**src/rtl/aal_pkg.sv**
```systemverilog
// Shared types, codes and helpers for the attentional associative learning block.
// Used by aal_cell and the top level; depends on nothing else.
package aal_pkg;

  // Trial control codes carried in the trial_control field.
  localparam logic [2:0] CTL_LEARN     = 3'd0;
  localparam logic [2:0] CTL_RESET_ALL = 3'd1;
  localparam logic [2:0] CTL_PREDICT   = 3'd2;
  localparam logic [2:0] CTL_RESET_W   = 3'd3;
  localparam logic [2:0] CTL_RESET_A   = 3'd4;

  // Configuration register indexes.
  localparam logic [2:0] REG_LEARN_RATE = 3'd0;
  localparam logic [2:0] REG_ATTN_RATE  = 3'd1;
  localparam logic [2:0] REG_INIT_W     = 3'd2;
  localparam logic [2:0] REG_INIT_A     = 3'd3;
  localparam logic [2:0] REG_TRACE_EN   = 3'd4;

  // Reset values of the configuration registers.
  localparam logic [12:0]        RATE_RST  = 13'd410;
  localparam logic signed [15:0] ALPHA_RST = 16'sh1000;

  // Phase strobes that the sequencer sends to every cell.
  typedef struct packed {
    logic x_load;      // capture the cue activation of a new request
    logic load_w;      // reload the weight from its initial value
    logic load_a;      // reload the attention value from its initial value
    logic mul1;        // product of activation and weight, learning gain
    logic sum;         // weight delta
    logic mul2;        // weight step and attention gain
    logic mul3;        // attention step
    logic upd;         // write back weight and attention
    logic learn;       // trial is not predict only
    logic trace_load;  // copy the state into the trace chain
    logic trace_shift; // move the trace chain one cell toward cell 0
  } cell_ctl_t;

  // Saturate a signed value to 16 bits.
  function automatic logic signed [15:0] sat16(input logic signed [39:0] v);
    logic signed [15:0] r;
    if (v > 40'sd32767) begin
      r = 16'sh7fff;
    end else if (v < -40'sd32768) begin
      r = 16'sh8000;
    end else begin
      r = v[15:0];
    end
    return r;
  endfunction

endpackage

```
**src/rtl/aal_cell.sv**
```systemverilog
// One cue cell: weight and attention state, the per-cue multiplies and a trace stage.
// Depends on aal_pkg for the control struct and saturation.
module aal_cell #(
  parameter int FRAC_BITS = 12
) (
  input  logic                      clk,
  input  logic                      rst_n,
  input  aal_pkg::cell_ctl_t        ctl,
  input  logic signed [15:0]        cue_i,
  input  logic signed [15:0]        t_i,
  input  logic signed [15:0]        sum_i,
  input  logic [12:0]               lr_i,
  input  logic [12:0]               ar_i,
  input  logic signed [15:0]        init_w_i,
  input  logic signed [15:0]        init_a_i,
  input  logic signed [17:0]        psum_i,
  output logic signed [17:0]        psum_o,
  input  logic signed [15:0]        trw_i,
  input  logic signed [15:0]        tra_i,
  output logic signed [15:0]        trw_o,
  output logic signed [15:0]        tra_o
);

  localparam int GW   = 30 - FRAC_BITS;      // learning gain width
  localparam int WSW  = 32 - FRAC_BITS;      // weight step width
  localparam int HW   = 34 - FRAC_BITS;      // attention gain width
  localparam int AW   = 50 - 2 * FRAC_BITS;  // attention step width
  localparam int AMAX = 1 << FRAC_BITS;
  localparam int AMIN = ((1 << FRAC_BITS) + 5) / 10;

  logic signed [15:0]     x_r, x_nxt;
  logic signed [15:0]     w_r, w_nxt;
  logic signed [15:0]     a_r, a_nxt;
  logic signed [15:0]     act_r, act_nxt;
  logic signed [GW-1:0]   g_r, g_nxt;
  logic signed [15:0]     delta_r, delta_nxt;
  logic signed [WSW-1:0]  wstep_r, wstep_nxt;
  logic signed [HW-1:0]   h_r, h_nxt;
  logic signed [AW-1:0]   astep_r, astep_nxt;
  logic signed [15:0]     trw_r, trw_nxt;
  logic signed [15:0]     tra_r, tra_nxt;

  logic signed [31:0]     prod_act;
  logic signed [29:0]     prod_g;
  logic signed [16:0]     e2;
  logic signed [GW+16:0]  prod_d;
  logic signed [17:0]     e1;
  logic signed [18:0]     mag1, mag2;
  logic signed [19:0]     d;
  logic signed [33:0]     prod_h;
  logic signed [31:0]     prod_ws;
  logic signed [HW+15:0]  prod_as;
  logic signed [32:0]     w_sum;
  logic signed [AW-1:0]   astep_eff;
  logic signed [AW:0]     a_sum;

  // First multiply stage: prediction term and learning gain.
  assign prod_act = 32'(x_r) * 32'(w_r);
  assign prod_g   = 30'($signed({1'b0, lr_i})) * 30'(a_r);

  // Partial prediction sum ripples through the row.
  assign psum_o = psum_i + 18'(act_r);

  // Weight delta from the cue's own error.
  assign e2     = 17'(t_i) - 17'(act_r);
  assign prod_d = (GW+17)'(g_r) * (GW+17)'(e2);

  // Attention gain from the difference of absolute errors.
  assign e1   = 18'(t_i) - (18'(sum_i) - 18'(act_r));
  assign mag1 = (e1 < 0) ? -19'(e1) : 19'(e1);
  assign mag2 = (e2 < 0) ? -19'(e2) : 19'(e2);
  assign d    = 20'(mag1) - 20'(mag2);
  assign prod_h  = 34'($signed({1'b0, ar_i})) * 34'(d);
  assign prod_ws = 32'(delta_r) * 32'(x_r);

  // Attention step.
  assign prod_as = (HW+16)'(h_r) * (HW+16)'(x_r);

  // Write-back arithmetic.
  assign w_sum     = 33'(w_r) + 33'(wstep_r);
  assign astep_eff = ctl.learn ? astep_r : '0;
  assign a_sum     = (AW+1)'(a_r) + (AW+1)'(astep_eff);

  // Next-state selection for all cell registers.
  always_comb begin
    x_nxt     = ctl.x_load ? cue_i : x_r;
    act_nxt   = act_r;
    g_nxt     = g_r;
    delta_nxt = delta_r;
    wstep_nxt = wstep_r;
    h_nxt     = h_r;
    astep_nxt = astep_r;
    w_nxt     = w_r;
    a_nxt     = a_r;
    trw_nxt   = trw_r;
    tra_nxt   = tra_r;

    if (ctl.mul1) begin
      act_nxt = aal_pkg::sat16(40'(prod_act >>> FRAC_BITS));
      g_nxt   = prod_g[29:FRAC_BITS];
    end
    if (ctl.sum) begin
      delta_nxt = aal_pkg::sat16(40'(prod_d >>> FRAC_BITS));
    end
    if (ctl.mul2) begin
      h_nxt     = prod_h[33:FRAC_BITS];
      wstep_nxt = prod_ws[31:FRAC_BITS];
    end
    if (ctl.mul3) begin
      astep_nxt = prod_as[HW+15:FRAC_BITS];
    end

    // Weight: reload on a reset code, update unless predict only.
    if (ctl.load_w) begin
      w_nxt = init_w_i;
    end else if (ctl.upd && ctl.learn) begin
      w_nxt = aal_pkg::sat16(40'(w_sum));
    end

    // Attention: reload on a reset code, always clamp at write-back.
    if (ctl.load_a) begin
      a_nxt = init_a_i;
    end else if (ctl.upd) begin
      if (a_sum > (AW+1)'(AMAX)) begin
        a_nxt = 16'(AMAX);
      end else if (a_sum < (AW+1)'(AMIN)) begin
        a_nxt = 16'(AMIN);
      end else begin
        a_nxt = a_sum[15:0];
      end
    end

    // Trace chain: load the state, or take the neighbor's entry.
    if (ctl.trace_load) begin
      trw_nxt = w_r;
      tra_nxt = a_r;
    end else if (ctl.trace_shift) begin
      trw_nxt = trw_i;
      tra_nxt = tra_i;
    end
  end

  // Learned state resets to the reset values of the initial registers.
  always_ff @(posedge clk) begin
    if (!rst_n) begin
      w_r <= '0;
      a_r <= aal_pkg::ALPHA_RST;
    end else begin
      w_r <= w_nxt;
      a_r <= a_nxt;
    end
  end

  // Working and trace registers.
  always_ff @(posedge clk) begin
    x_r     <= x_nxt;
    act_r   <= act_nxt;
    g_r     <= g_nxt;
    delta_r <= delta_nxt;
    wstep_r <= wstep_nxt;
    h_r     <= h_nxt;
    astep_r <= astep_nxt;
    trw_r   <= trw_nxt;
    tra_r   <= tra_nxt;
  end

  assign trw_o = trw_r;
  assign tra_o = tra_r;

`ifndef ASSERT_OFF
  // After a write-back the attention value lies inside the clamp range.
  a_clamped: assert property (@(posedge clk) disable iff (!rst_n)
    ctl.upd |=> (a_r >= 16'(AMIN)) && (a_r <= 16'(AMAX)))
    else $error("attention value outside clamp range after update");
`endif

endmodule

```
**config.mk**
```make
export PLATFORM = sky130hd
export DESIGN_NAME = aal_cell
export DESIGN_NICKNAME = d
export VERILOG_FILES = /design/src/rtl/aal_pkg.sv /design/src/rtl/aal_cell.sv
export SDC_FILE = /design/constraint.sdc
export NUM_CORES = 2
export LEC_CHECK = 0
export BUFFER_PORTS_ARGS = -buffer_cell sky130_fd_sc_hd__buf_2
export CORE_ASPECT_RATIO = 2
export CORE_MARGIN = 2
export CORE_UTILIZATION = 65
export DETAILED_ROUTE_END_ITERATION = 8
export PLACE_DENSITY = 0.81
export SETUP_SLACK_MARGIN = 0.05
export SLEW_MARGIN = 20
export SYNTH_ARGS = -nofsm -noshare
export SYNTH_HDL_FRONTEND = slang
export SYNTH_SLANG_ARGS = --single-unit
```
**constraint.sdc**
```tcl
create_clock -name clk -period 44.7 [get_ports clk]
set_clock_uncertainty 0.2 [all_clocks]
set_input_delay 6.705 -clock clk [delete_from_list [all_inputs] [get_ports clk]]
set_output_delay 6.705 -clock clk [all_outputs]
set_load 0.005 [all_outputs]
```
==> results.json <==
{
  "status": "finished with violations",
  "violations": "DRC",
  "die_y_um": 475,
  "critPathLaunch": "t_i[1]",
  "fmax_mhz": 50.5,
  "routed_wl_um": 196000,
  "max_stage_delay_ns": 0.90,
  "hold_depth": 2,
  "syn_inst": 7751,
  "crit_slowest_cell": "xor2_1",
  "avgSynthCellArea_um2": 9.31,
  "clock_path_buffers": 2,
  "setup_tns_ns": 0,
  "yosysWarnings": 0,
  "cts-htree-levels": 4,
  "finalCritPeriodShare_pct": 44.3,
  "synthTopCellsByCount": "inv_1 (1808), fa_1 (1644), nand2_1 (979)",
  "via_per_inst": 5.89,
  "worst_slew_pin_slew_ns": 1.24,
  "place_congestion": 0.953,
  "grt_usage_pct": 36.9,
  "end_kind": "register",
  "arrival_ns": 19.90,
  "dieArea_mm2": 0.114,
  "hold_start": "w_r[5]",
  "slew_viol_final": 0,
  "maxCapViolations": 0,
  "drive_gt1_share_pct": 5.27,
  "area_growth_pct": 4.01,
  "coreArea_mm2": 0.110,
  "syn_area_mm2": 0.0722,
  "cts-hold-fix-buffers": 0,
  "ys_ff_latch": 198,
  "ys_seq_area_share_pct": 7.80,
  "hold_viol_final": 0,
  "clock-sinks": 198,
  "cts_resized": 0,
  "clk_latency_ns": 0.55,
  "crit_top_cell": "fa_1",
  "nets": 10100,
  "drtPass1Iterations": 9,
  "hold_path_class": "register to register",
  "cts_buffers": 17,
  "grt_start_max_net_pins": 55,
  "synthMostInstantiatedCell": "inv_1",
  "path_max_fanout": 13,
  "antenna_found_initial": 17,
  "critPathLaunchType": "input port",
  "dp_hpwl_um": 157000,
  "synth_largest_area_cell": "fa_1",
  "route.detailed.drc": 3,
  "cts.clk_slew.worst_paths_ns": 0.09,
  "drt-wirelength-per-cell_um": 21.2,
  "num_vias": 54400,
  "yosysTopAreaCellShare_pct": 45.6,
  "drtAntennaViolNets": 0,
  "synth_ff_type": "edfxtp_1",
  "hold_slack_ns": 0.434,
  "root_buffer": "clkbuf_16",
  "rr_startpoint": "act_r[1]",
  "cp.required_ns": 44.80,
  "grt_pass1_vias": 62600,
  "synth_area_leaders": "fa_1 (46%), ha_1 (10%), inv_1 (9.4%), edfxtp_1 (6.9%), and2_1 (6.0%)",
  "period_minus_slack_ns": 19.80,
  "row_count": 172,
  "crit_type": "input port to register",
  "cts_setup_buffers": 0,
  "reg2regPathDepth": 45,
  "port_buffers": 218,
  "setup_viol": 0,
  "grt_overflow": 0,
  "start_util_pct": 65.6,
  "die_x_um": 240,
  "grt_first_pass_wirelength_um": 318000,
  "async_flop_share_pct": 0,
  "drt-initial-drc-count": 3339,
  "grt_setup_unrepaired": "false",
  "synth_edf_count": 166,
  "relSlewSlack_pct": 17.5,
  "tritoncts": "done",
  "synthDistinctLibCells": 86,
  "pin_count": 219
}
==> worst paths after layout <==
path              endpoint  slack, ns
setup / recovery   h_r[21]      24.90
hold / removal      w_r[5]       0.43
setup reg to reg   h_r[21]      30.68
hold reg to reg     w_r[5]       0.43
==> state kept, by name, summed over array words and instances (netlist names) <==
signal	count
astep_r	26
act_r	16
h_r	22
wstep_r	20
trw_o	16
tra_o	16
w_r	16
delta_r	16
a_r	16
x_r	16
g_r	18
==> logic make-up (layout without fill, tap and decap cells) <==
group | after synthesis | after routing | synth area share (%)
compound gates | 651 | 651 | 5.97
fa+ha+maj | 2246 | 2246 | 56.0
simple gates | 2211 | 2211 | 15.1
xor+xnor | 279 | 279 | 3.41
buf+inv | 2126 | 2120 | 11.1
mux | 38 | 38 | 0.584
flops | 198 | 198 | 7.80
other cells | 2 | 9 | 0.0104
==> placed cells by master, fill, tap and decap left out, types with 9 or more instances in the layout <==
cell type / n
a211o_1: 9
a211oi_1: 33
a21bo_2: 15
a21o_1: 68
a21oi_1: 172
a31oi_1: 17
and2_1: 688
and3_1: 26
buf_2: 217
buf_4: 63
clkbuf_16: 17
dfxtp_1: 31
edfxtp_1: 166
fa_1: 1644
ha_1: 602
inv_1: 1808
mux2_2: 33
nand2_1: 979
nand2b_1: 99
nand3_1: 47
nand4_1: 21
nor2_1: 169
nor2b_1: 50
nor3_1: 55
nor3b_1: 13
o211ai_1: 16
o21a_1: 32
o21ai_0: 131
o21ai_1: 9
o21bai_1: 19
o22ai_1: 10
o31ai_1: 15
or2_2: 12
or3_1: 18
xnor2_1: 195
xor2_1: 75
==> area by class of cell <==
class / count / area (um^2)
Sequential cell: 198 / 5630
Clock buffer: 20 / 447
Multi-Input combinational cell: 5428 / 58600
Antenna cell: 6 / 15.0
Fill cell: 8500 / 34900
Inverter: 1808 / 6790
Timing Repair Buffer: 280 / 1560
Tap cell: 1479 / 1850
Clock inverter: 12 / 141
==> worst max-delay path, delay by kind of cell <==
family	cells	cell delay, ns
and+or+nand+nor	3	0.54
AOI/OAI and AO/OA	24	6.57
buffers and inverters	7	0.47
adders and majority gates	10	4.31
xor gates and xnor gates	2	1.26
==> routing by layer <==
| layer | track usage (%) | wire (um) | vias up |
|---|---|---|---|
| met5 | 0 | 136 | - |
| met2 | 64.5 | 99900 | 2616 |
| met4 | 33.1 | 20600 | 12 |
| met3 | 7.46 | 14900 | 1166 |
| met1 | 36.8 | 60200 | 27400 |
| li1 | - | - | 23200 |
==> per-stage QoR <==
step	utilization [%]	worst slack (ns)	instance area, um^2	instances
6_report	68.2	24.90	75100	9231
5_1_grt	68.2	23.98	75000	9229
3_3_place_gp	67.7	24.60	74400	9193
3_5_place_dp	67.7	24.35	74400	9193
4_1_cts	68.2	24.92	75000	9225
2_1_floorplan	-	26.04	72200	7752
Power is not shown: default switching activity piles up to over one toggle a cycle in this logic, so the estimate is an artifact.
